### config.mk
export PLATFORM = sky130hd
export DESIGN_NAME = edge_avoid_nav_controller_top
export DESIGN_NICKNAME = d
export VERILOG_FILES = /design/src/sv/enac_pkg.sv /design/src/sv/enac_front.sv /design/src/sv/enac_queue.sv /design/src/sv/enac_back.sv /design/src/sv/edge_avoid_nav_controller_top.sv
export SDC_FILE = /design/constraint.sdc
export NUM_CORES = 1
export LEC_CHECK = 0
export BUFFER_PORTS_ARGS = -buffer_cell sky130_fd_sc_hd__buf_2
export CAP_MARGIN = 20
export CORE_MARGIN = 2
export CORE_UTILIZATION = 35
export DETAILED_ROUTE_END_ITERATION = 8
export GPL_TIMING_DRIVEN = 0
export PLACE_DENSITY = 0.63
export SLEW_MARGIN = 20
export SYNTH_ARGS = -nofsm -noshare
export SYNTH_HDL_FRONTEND = slang
export SYNTH_HIERARCHICAL = 1
export SYNTH_SLANG_ARGS = --single-unit
### constraint.sdc
create_clock -name clk -period 5.9 [get_ports clk]
set_input_delay 1.18 -clock clk [delete_from_list [all_inputs] [get_ports clk]]
set_output_delay 1.18 -clock clk [all_outputs]
set_load 0.005 [all_outputs]
### src/sv/enac_pkg.sv
// Shared types and constants of the edge-avoiding navigation controller.
package enac_pkg;

	localparam int TIME_BITS = 32;
	localparam int QUEUE_DEPTH = 2;
	localparam int QPTR_W = $clog2(QUEUE_DEPTH);
	localparam int QCNT_W = $clog2(QUEUE_DEPTH + 1);

	localparam logic [1:0] CFG_LEFT_GAIN = 2'd0;
	localparam logic [1:0] CFG_RIGHT_GAIN = 2'd1;
	localparam logic [1:0] CFG_SECOND_TICKS = 2'd2;

	localparam logic [7:0] LEFT_GAIN_RESET = 8'd200;
	localparam logic [7:0] RIGHT_GAIN_RESET = 8'd190;
	localparam logic [15:0] SECOND_TICKS_RESET = 16'd7812;

	localparam logic [31:0] LCG_MUL = 32'd587381;
	localparam logic [31:0] LCG_INC = 32'd592693;
	localparam logic [31:0] SEED_RESET = 32'h0000_1337;
	localparam int LCG_PICK_BIT = 8;

	localparam logic [7:0] POWER_PIVOT = 8'd200;
	localparam logic [7:0] POWER_MAX = 8'd255;

	// x / 3 == (x * 171) >> 9 for every 8-bit x
	localparam logic [16:0] DIV3_MUL = 17'd171;
	localparam int DIV3_SHIFT = 9;

	typedef enum logic [2:0] {
		MODE_FWD    = 3'd0,
		MODE_BACK_L = 3'd1,
		MODE_BACK_R = 3'd2,
		MODE_LEFT   = 3'd3,
		MODE_RIGHT  = 3'd4,
		MODE_TURN_L = 3'd5,
		MODE_TURN_R = 3'd6
	} mode_t;

	typedef struct packed {
		mode_t      mode;
		logic [7:0] power;
	} queue_entry_t;

	typedef struct packed {
		mode_t      mode;
		logic       lrev;
		logic [7:0] lmag;
		logic       rrev;
		logic [7:0] rmag;
	} drive_t;

endpackage

### src/sv/enac_front.sv
// Front end: accepts ticks, runs the mode machine, power ramp and LCG.
module enac_front (
	input  logic                  clk,
	input  logic                  arst_n,
	input  logic                  accept,
	input  logic [31:0]           time_now,
	input  logic                  left_edge,
	input  logic                  right_edge,
	input  logic [15:0]           second_ticks,
	output enac_pkg::queue_entry_t push_entry
);
	import enac_pkg::*;

	mode_t                mode_q;
	logic [7:0]           power_q;
	logic [TIME_BITS-1:0] entry_q;
	logic [31:0]          seed_q;

	logic [TIME_BITS-1:0] now_t;
	logic [TIME_BITS-1:0] tin;
	logic [31:0]          seed_nxt;
	logic                 seed_adv;
	mode_t                mode_nxt;
	logic [7:0]           pow_pre;
	logic [7:0]           pow_nxt;
	logic                 back_done;
	logic                 pivot_done;

	always_comb begin
		now_t = TIME_BITS'(time_now);
		tin = now_t - entry_q;
		seed_nxt = seed_q * LCG_MUL + LCG_INC;
		back_done = tin > TIME_BITS'(second_ticks);
		pivot_done = tin > TIME_BITS'(second_ticks >> 1);
		mode_nxt = mode_q;
		pow_pre = power_q;
		seed_adv = 1'b0;
		unique case (mode_q)
			MODE_BACK_R: begin
				if (back_done) begin
					mode_nxt = MODE_RIGHT;
					pow_pre = POWER_PIVOT;
				end
			end
			MODE_BACK_L: begin
				if (back_done) begin
					mode_nxt = MODE_LEFT;
					pow_pre = POWER_PIVOT;
				end
			end
			MODE_LEFT, MODE_RIGHT: begin
				if (pivot_done) begin
					mode_nxt = MODE_FWD;
					pow_pre = '0;
				end
			end
			default: begin
				priority if (left_edge && right_edge) begin
					seed_adv = 1'b1;
					mode_nxt = seed_nxt[LCG_PICK_BIT] ? MODE_BACK_L : MODE_BACK_R;
					pow_pre = '0;
				end else if (left_edge) begin
					mode_nxt = MODE_TURN_R;
				end else if (right_edge) begin
					mode_nxt = MODE_TURN_L;
				end else begin
					mode_nxt = MODE_FWD;
				end
			end
		endcase
		pow_nxt = (pow_pre == POWER_MAX) ? POWER_MAX : pow_pre + 8'd1;
		push_entry.mode = mode_nxt;
		push_entry.power = pow_nxt;
	end

	always_ff @(posedge clk or negedge arst_n) begin
		if (!arst_n) begin
			mode_q <= MODE_FWD;
			power_q <= '0;
			entry_q <= '0;
			seed_q <= SEED_RESET;
		end else if (accept) begin
			mode_q <= mode_nxt;
			power_q <= pow_nxt;
			if (mode_nxt != mode_q)
				entry_q <= now_t;
			if (seed_adv)
				seed_q <= seed_nxt;
		end
	end

	a_entry_time: assert property (@(posedge clk) disable iff (!arst_n)
		accept && (mode_nxt != mode_q) |=> entry_q == $past(now_t))
		else $error("entry time not taken on mode change");

	a_seed_hold: assert property (@(posedge clk) disable iff (!arst_n)
		accept && !(left_edge && right_edge) |=> $stable(seed_q))
		else $error("LCG advanced without a double edge");

endmodule

### src/sv/enac_queue.sv
// Short queue of classified ticks between front and back end.
module enac_queue (
	input  logic                   clk,
	input  logic                   arst_n,
	input  logic                   push,
	input  enac_pkg::queue_entry_t push_entry,
	input  logic                   pop,
	output enac_pkg::queue_entry_t pop_entry,
	output logic                   full,
	output logic                   empty
);
	import enac_pkg::*;

	queue_entry_t      mem_q [QUEUE_DEPTH];
	logic [QPTR_W-1:0] wr_ptr_q;
	logic [QPTR_W-1:0] rd_ptr_q;
	logic [QCNT_W-1:0] count_q;

	assign full = count_q == QCNT_W'(QUEUE_DEPTH);
	assign empty = count_q == '0;
	assign pop_entry = mem_q[rd_ptr_q];

	always_ff @(posedge clk) begin
		if (push)
			mem_q[wr_ptr_q] <= push_entry;
	end

	always_ff @(posedge clk or negedge arst_n) begin
		if (!arst_n) begin
			wr_ptr_q <= '0;
			rd_ptr_q <= '0;
			count_q <= '0;
		end else begin
			if (push)
				wr_ptr_q <= (wr_ptr_q == QPTR_W'(QUEUE_DEPTH - 1)) ? '0 : wr_ptr_q + 1'b1;
			if (pop)
				rd_ptr_q <= (rd_ptr_q == QPTR_W'(QUEUE_DEPTH - 1)) ? '0 : rd_ptr_q + 1'b1;
			if (push && !pop)
				count_q <= count_q + QCNT_W'(1);
			else if (pop && !push)
				count_q <= count_q - QCNT_W'(1);
		end
	end

	a_no_overflow: assert property (@(posedge clk) disable iff (!arst_n)
		!(push && full) && !(pop && empty))
		else $error("queue overflow or underflow");

	a_count_range: assert property (@(posedge clk) disable iff (!arst_n)
		count_q <= QCNT_W'(QUEUE_DEPTH))
		else $error("queue count out of range");

endmodule

### src/sv/enac_back.sv
// Back end: motor drive from mode and power, gain scaling, output register.
module enac_back (
	input  logic                   clk,
	input  logic                   arst_n,
	input  logic                   q_empty,
	input  enac_pkg::queue_entry_t q_entry,
	output logic                   q_pop,
	input  logic [7:0]             left_gain,
	input  logic [7:0]             right_gain,
	output logic                   out_valid,
	input  logic                   out_ready,
	output logic [2:0]             mode,
	output logic                   left_reverse,
	output logic [7:0]             left_duty,
	output logic                   right_reverse,
	output logic [7:0]             right_duty
);
	import enac_pkg::*;

	logic        valid_s1;
	drive_t      drive_s1;
	drive_t      drive_c;
	logic        adv_s1;
	logic        adv_out;
	logic [16:0] prod3;
	logic [7:0]  third;
	logic [7:0]  half;
	logic [7:0]  p;
	logic [15:0] lprod;
	logic [15:0] rprod;

	assign adv_out = !out_valid || out_ready;
	assign adv_s1 = !valid_s1 || adv_out;
	assign q_pop = !q_empty && adv_s1;

	always_comb begin
		p = q_entry.power;
		prod3 = 17'(p) * DIV3_MUL;
		third = prod3[DIV3_SHIFT +: 8];
		half = p >> 1;
		drive_c.mode = q_entry.mode;
		drive_c.lrev = 1'b0;
		drive_c.lmag = p;
		drive_c.rrev = 1'b0;
		drive_c.rmag = p;
		unique case (q_entry.mode)
			MODE_TURN_L: drive_c.lmag = half;
			MODE_TURN_R: drive_c.rmag = half;
			MODE_BACK_L, MODE_BACK_R: begin
				drive_c.lrev = third != '0;
				drive_c.lmag = third;
				drive_c.rrev = third != '0;
				drive_c.rmag = third;
			end
			MODE_RIGHT: begin
				drive_c.lmag = half;
				drive_c.rrev = third != '0;
				drive_c.rmag = third;
			end
			MODE_LEFT: begin
				drive_c.lrev = third != '0;
				drive_c.lmag = third;
				drive_c.rmag = half;
			end
			default: ;
		endcase
		lprod = 16'(drive_s1.lmag) * 16'(left_gain);
		rprod = 16'(drive_s1.rmag) * 16'(right_gain);
	end

	always_ff @(posedge clk or negedge arst_n) begin
		if (!arst_n) begin
			valid_s1 <= 1'b0;
			out_valid <= 1'b0;
		end else begin
			if (adv_s1)
				valid_s1 <= !q_empty;
			if (adv_out)
				out_valid <= valid_s1;
		end
	end

	always_ff @(posedge clk) begin
		if (q_pop)
			drive_s1 <= drive_c;
		if (adv_out && valid_s1) begin
			mode <= drive_s1.mode;
			left_reverse <= drive_s1.lrev;
			left_duty <= lprod[15:8];
			right_reverse <= drive_s1.rrev;
			right_duty <= rprod[15:8];
		end
	end

	a_back_sym: assert property (@(posedge clk) disable iff (!arst_n)
		valid_s1 && (drive_s1.mode == MODE_BACK_L || drive_s1.mode == MODE_BACK_R)
		|-> drive_s1.lrev == drive_s1.rrev && drive_s1.lmag == drive_s1.rmag)
		else $error("backing drive not symmetric");

	a_fwd_no_rev: assert property (@(posedge clk) disable iff (!arst_n)
		out_valid && (mode == MODE_FWD) |-> !left_reverse && !right_reverse)
		else $error("reverse drive in forward mode");

endmodule

### src/sv/edge_avoid_nav_controller_top.sv
// Top level of the edge-avoiding navigation controller.
// Usage:
//  - Input channel (in_valid/in_ready): one transfer per navigation tick with
//    time_now, left_edge and right_edge. Every accepted tick yields exactly
//    one result on the output channel, in order.
//  - Output channel (out_valid/out_ready): mode, motor direction bits and
//    gain-scaled duties after that tick.
//  - Configuration: cfg_we writes cfg_data into register cfg_index
//    (0 left_gain, 1 right_gain, 2 second_ticks); index 3 is ignored.
//    Write only while no tick is in flight.
//  - Path: an accepted tick is written into the queue, then passes the drive
//    stage register and the output register, in that order.
//  - Throughput: one tick per cycle unless stalled; the front updates its
//    state per tick and the back end is two stages behind a two-entry queue.
//  - Stall: when out_ready is low the pipeline and queue fill; in_ready drops
//    once the queue is full, after up to four ticks are held internally.
//  - Reset: mode forward, power zero, entry time zero, LCG seed 0x1337,
//    gains 200/190, second_ticks 7812; no results pending.
module edge_avoid_nav_controller_top (
	input  logic        clk,
	input  logic        arst_n,
	input  logic        in_valid,
	output logic        in_ready,
	input  logic [31:0] time_now,
	input  logic        left_edge,
	input  logic        right_edge,
	output logic        out_valid,
	input  logic        out_ready,
	output logic [2:0]  mode,
	output logic        left_reverse,
	output logic [7:0]  left_duty,
	output logic        right_reverse,
	output logic [7:0]  right_duty,
	input  logic        cfg_we,
	input  logic [1:0]  cfg_index,
	input  logic [15:0] cfg_data
);
	import enac_pkg::*;

	logic [7:0]   left_gain_q;
	logic [7:0]   right_gain_q;
	logic [15:0]  second_ticks_q;
	logic         accept;
	logic         q_full;
	logic         q_empty;
	logic         q_pop;
	queue_entry_t push_entry;
	queue_entry_t pop_entry;

	assign in_ready = !q_full;
	assign accept = in_valid && in_ready;

	always_ff @(posedge clk or negedge arst_n) begin
		if (!arst_n) begin
			left_gain_q <= LEFT_GAIN_RESET;
			right_gain_q <= RIGHT_GAIN_RESET;
			second_ticks_q <= SECOND_TICKS_RESET;
		end else if (cfg_we) begin
			unique case (cfg_index)
				CFG_LEFT_GAIN:    left_gain_q <= cfg_data[7:0];
				CFG_RIGHT_GAIN:   right_gain_q <= cfg_data[7:0];
				CFG_SECOND_TICKS: second_ticks_q <= cfg_data;
				default: ;
			endcase
		end
	end

	enac_front u_front (
		.clk          (clk),
		.arst_n       (arst_n),
		.accept       (accept),
		.time_now     (time_now),
		.left_edge    (left_edge),
		.right_edge   (right_edge),
		.second_ticks (second_ticks_q),
		.push_entry   (push_entry)
	);

	enac_queue u_queue (
		.clk        (clk),
		.arst_n     (arst_n),
		.push       (accept),
		.push_entry (push_entry),
		.pop        (q_pop),
		.pop_entry  (pop_entry),
		.full       (q_full),
		.empty      (q_empty)
	);

	enac_back u_back (
		.clk           (clk),
		.arst_n        (arst_n),
		.q_empty       (q_empty),
		.q_entry       (pop_entry),
		.q_pop         (q_pop),
		.left_gain     (left_gain_q),
		.right_gain    (right_gain_q),
		.out_valid     (out_valid),
		.out_ready     (out_ready),
		.mode          (mode),
		.left_reverse  (left_reverse),
		.left_duty     (left_duty),
		.right_reverse (right_reverse),
		.right_duty    (right_duty)
	);

endmodule
==> metrics.csv <==
stage,metric,value,unit
hold_path,worst min path class,reg -> reg,
routing,total iterations of the first detailed-routing run,5,
cells_and_area,nets@finish,2088,
timing,Final Hold Viols,0,
synth,top_reg_cell synth,dfrtp_1,
timing,Tightest Pin Transition,0.996,ns
global_route,first-pass GRT wire length,60.3,mm
synth,Synth top area share,15.9,%
synth,"top cells by area, synth","ha_1, edfxtp_1, fa_1",
synth,Synth Warn #,6,
synth,post-synthesis xor/xnor area fraction,3.35,%
flow_run,max cap viols,0,
placement,buffers added on ports,79,
placement,Cell Count Post-Placement,2274,
die,die height,216,microns
setup_path,CP Launch Type,flip-flop,
synth,Synth Area in Simple Gates,14.9,%
setup_path,worst reg2reg endpoint,u_front/entry_q[4],
cts,H-tree levels,4,
die,num rows,77,
setup_path,crit path capture type,flip-flop,
synth,Mapped Nets,1948,
routing,initial DRC count,627,
synth,post-synthesis compound-gate area fraction,14.2,%
synth,synthesized-area fraction occupied by adder cells,27.4,%
cells_and_area,area grow syn2layout,16.6,%
synth,post-synthesis register bit count,154,
synth,average size of a mapped cell,9.81,sq um
setup_path,crit path to,u_front/entry_q[4],
cells_and_area,fin area,18300,sq um
placement,dpl cell area,16900,sq um
routing,average wire per standard cell,15.5,microns
routing,DR DRC count,0,
cells_and_area,Non-Filler Instances,2346,
synth,Post-synth ARST share,58.4,%
setup_path,WP data arrival,6.10,ns
placement,Placer Congestion,0.897,
global_route,largest net degree at the start of global routing,76,
cells_and_area,fraction of layout instances using a drive strength above 1,21.1,%
routing,WL final,36.3,mm
timing,unrepaired setup endpoints after global routing,true,
placement,DPL Wire Length,27.7,mm
setup_path,Reg2Reg Setup Slack,0.12,ns
timing,Worst Clk Skew,0.0104,ns
cts,clk sink count,154,
synth,commonest cells in the netlist,"inv_1, ha_1, nand2_1",
die,Initial Util,35.5,%
die,die area,46600,sq um
die,chip width,216,microns
cts,Clock Tree Buf Depth,2,
timing,final setup fails,0,
synth,number of synthesized flops with an enable pin,64,
cts,CTS tree,done,
setup_path,critical path launch point,u_front/seed_q[4],
setup_path,r2r worst-path depth,20,
cts,hold buffers post-CTS,0,
setup_path,Crit Path Class,reg -> reg,
cts,Clock Latency Late Sink,0.45,ns
synth,mapped cell area,15700,sq um
cells_and_area,antenna cell count,0,
setup_path,worst r2r src,u_front/seed_q[4],
status,run status,"finished, final reports clean",
synth,Yosys cell types,92,
cts,Inserted Clock Buffers,17,
timing,fin. max-slew vios,0,
cts,root buffer cell,clkbuf_16,
timing,min cycle time layout,5.78,ns
die,Ports,80,
synth,Synth Instances,1601,
global_route,GRT overflow,0,
synth,cell taking the most area after synthesis,ha_1,
die,Core Region,44200,sq um
routing,remaining antenna violation count,0,
timing,fin crit share,98.0,%
global_route,initial antenna violation count,0,
timing,Worst slew margin,33.4,%
global_route,vias in the first global route,12300,
setup_path,worst-path maximum fanout,5,
global_route,total track usage,15.7,%
routing,Vias per Instance,5.21,
synth,mux cell area share after synthesis,7.15,%
synth,most common cell in the netlist,inv_1,
timing,hold slack,0.421,ns
timing,Max Fclk,173,MHz
setup_path,Critical Path RT,6.22,ns
synth,post-synthesis sequential area ratio,26.7,%
routing,Vias,12200,
cts,"CTS clk-pin slew, worst paths",0.07,ns
synth,largest family of logic cells by synthesized area,adder cells,
layout by cell type (no fill, tap or decap), types with 40 or more instances in the layout:
cell | netlist | layout
inv_1 | 202 | 197
ha_1 | 200 | 189
nand2_1 | 107 | 105
and2_1 | 106 | 104
fa_1 | 90 | 89
buf_2 | 9 | 86
nor2_1 | 89 | 83
dfrtp_1 | 69 | 69
edfxtp_1 | 64 | 64
a21oi_1 | 68 | 59
o21ai_0 | 56 | 48
mux2_2 | 41 | 40
cell type report:
class	instances	area, sq um
repair buffers	121	800
multi-input cells	1208	11000
inverters	203	762
flip-flops and latches	154	4200
fillers	4241	25900
clock inverters	15	205
clock buffers	17	425
well taps	592	741
plain buffers	36	230
through the flow:
step / setup TNS (ns) / setup slack, ns / utilization (%)
floorplan: 0 / 0.0205 / -
global placement: -28.99 / -1.10 / 38.1
detailed placement: -35.66 / -1.29 / 38.3
CTS: 0 / 0.00313 / 40.5
global route: -2.28 / -0.0967 / 41.4
finish: 0 / 0.118 / 41.4
state kept, by name, indices dropped and copies added, names as in the netlist, 8 cells and up:
signal	cells
u_front/seed_q	9
u_queue/mem_q	22
right_gain_q	8
u_front/entry_q	32
left_gain_q	8
second_ticks_q	16
u_front/power_q	8
u_back/drive_s1	21
u_back/right_duty	8
u_back/left_duty	8
logic make-up (layout without fill, tap and decap cells):
kind of cell | count (synthesis) | count (layout)
adders and majority gates | 290 | 290
and+or+nand+nor | 450 | 450
buffers and inverters | 239 | 392
xor gates and xnor gates | 60 | 60
muxes | 88 | 88
DFF | 154 | 154
AOI/OAI and AO/OA | 320 | 320
worst min path at each step:
stage,from,cells past startpoint,end
finish,u_back/drive_s1[19],0,u_back/mode[1]
global route,u_back/drive_s1[19],0,u_back/mode[1]
CTS,u_back/drive_s1[19],0,u_back/mode[1]
detailed placement,u_back/drive_s1[19],0,u_back/mode[1]
global placement,u_back/drive_s1[19],0,u_back/mode[1]
floorplan,u_back/drive_s1[17],0,u_back/left_reverse
per-layer routing:
metal	vias up	track usage, %	routed length [microns]
met5	-	0	0
met4	0	4.55	671
met3	46	2.76	1570
met2	275	26.6	17200
met1	5984	20.5	16800
li1	5907	-	-
timing repair:
action / in CTS / in global routing
buffers inserted: 15 / 23
pin swaps: 12 / 48
endpoints found under the hold margin: 0 / 0
setup endpoints to repair: 56 / 55
resized for setup: 39 / 54
cloned: 1 / 1
critical path: stages (launching register included):
cell and delay (ns):
dfstp_2 0.57, ha_4 0.22, ha_1 0.27, ha_1 0.28
ha_1 0.30, ha_1 0.30, fa_1 0.59, fa_1 0.44
ha_1 0.30, inv_1 0.10, o21bai_1 0.10, a21oi_2 0.21
xnor2_2 0.13, a211o_1 0.34, a22o_1 0.23, a221oi_2 0.25
o311ai_2 0.17, o21ai_4 0.25, buf_6 0.16, clkbuf_16 0.15
mux2_4 0.29
Power is not shown: default switching activity piles up to over one toggle a cycle in this logic, so the estimate is an artifact.
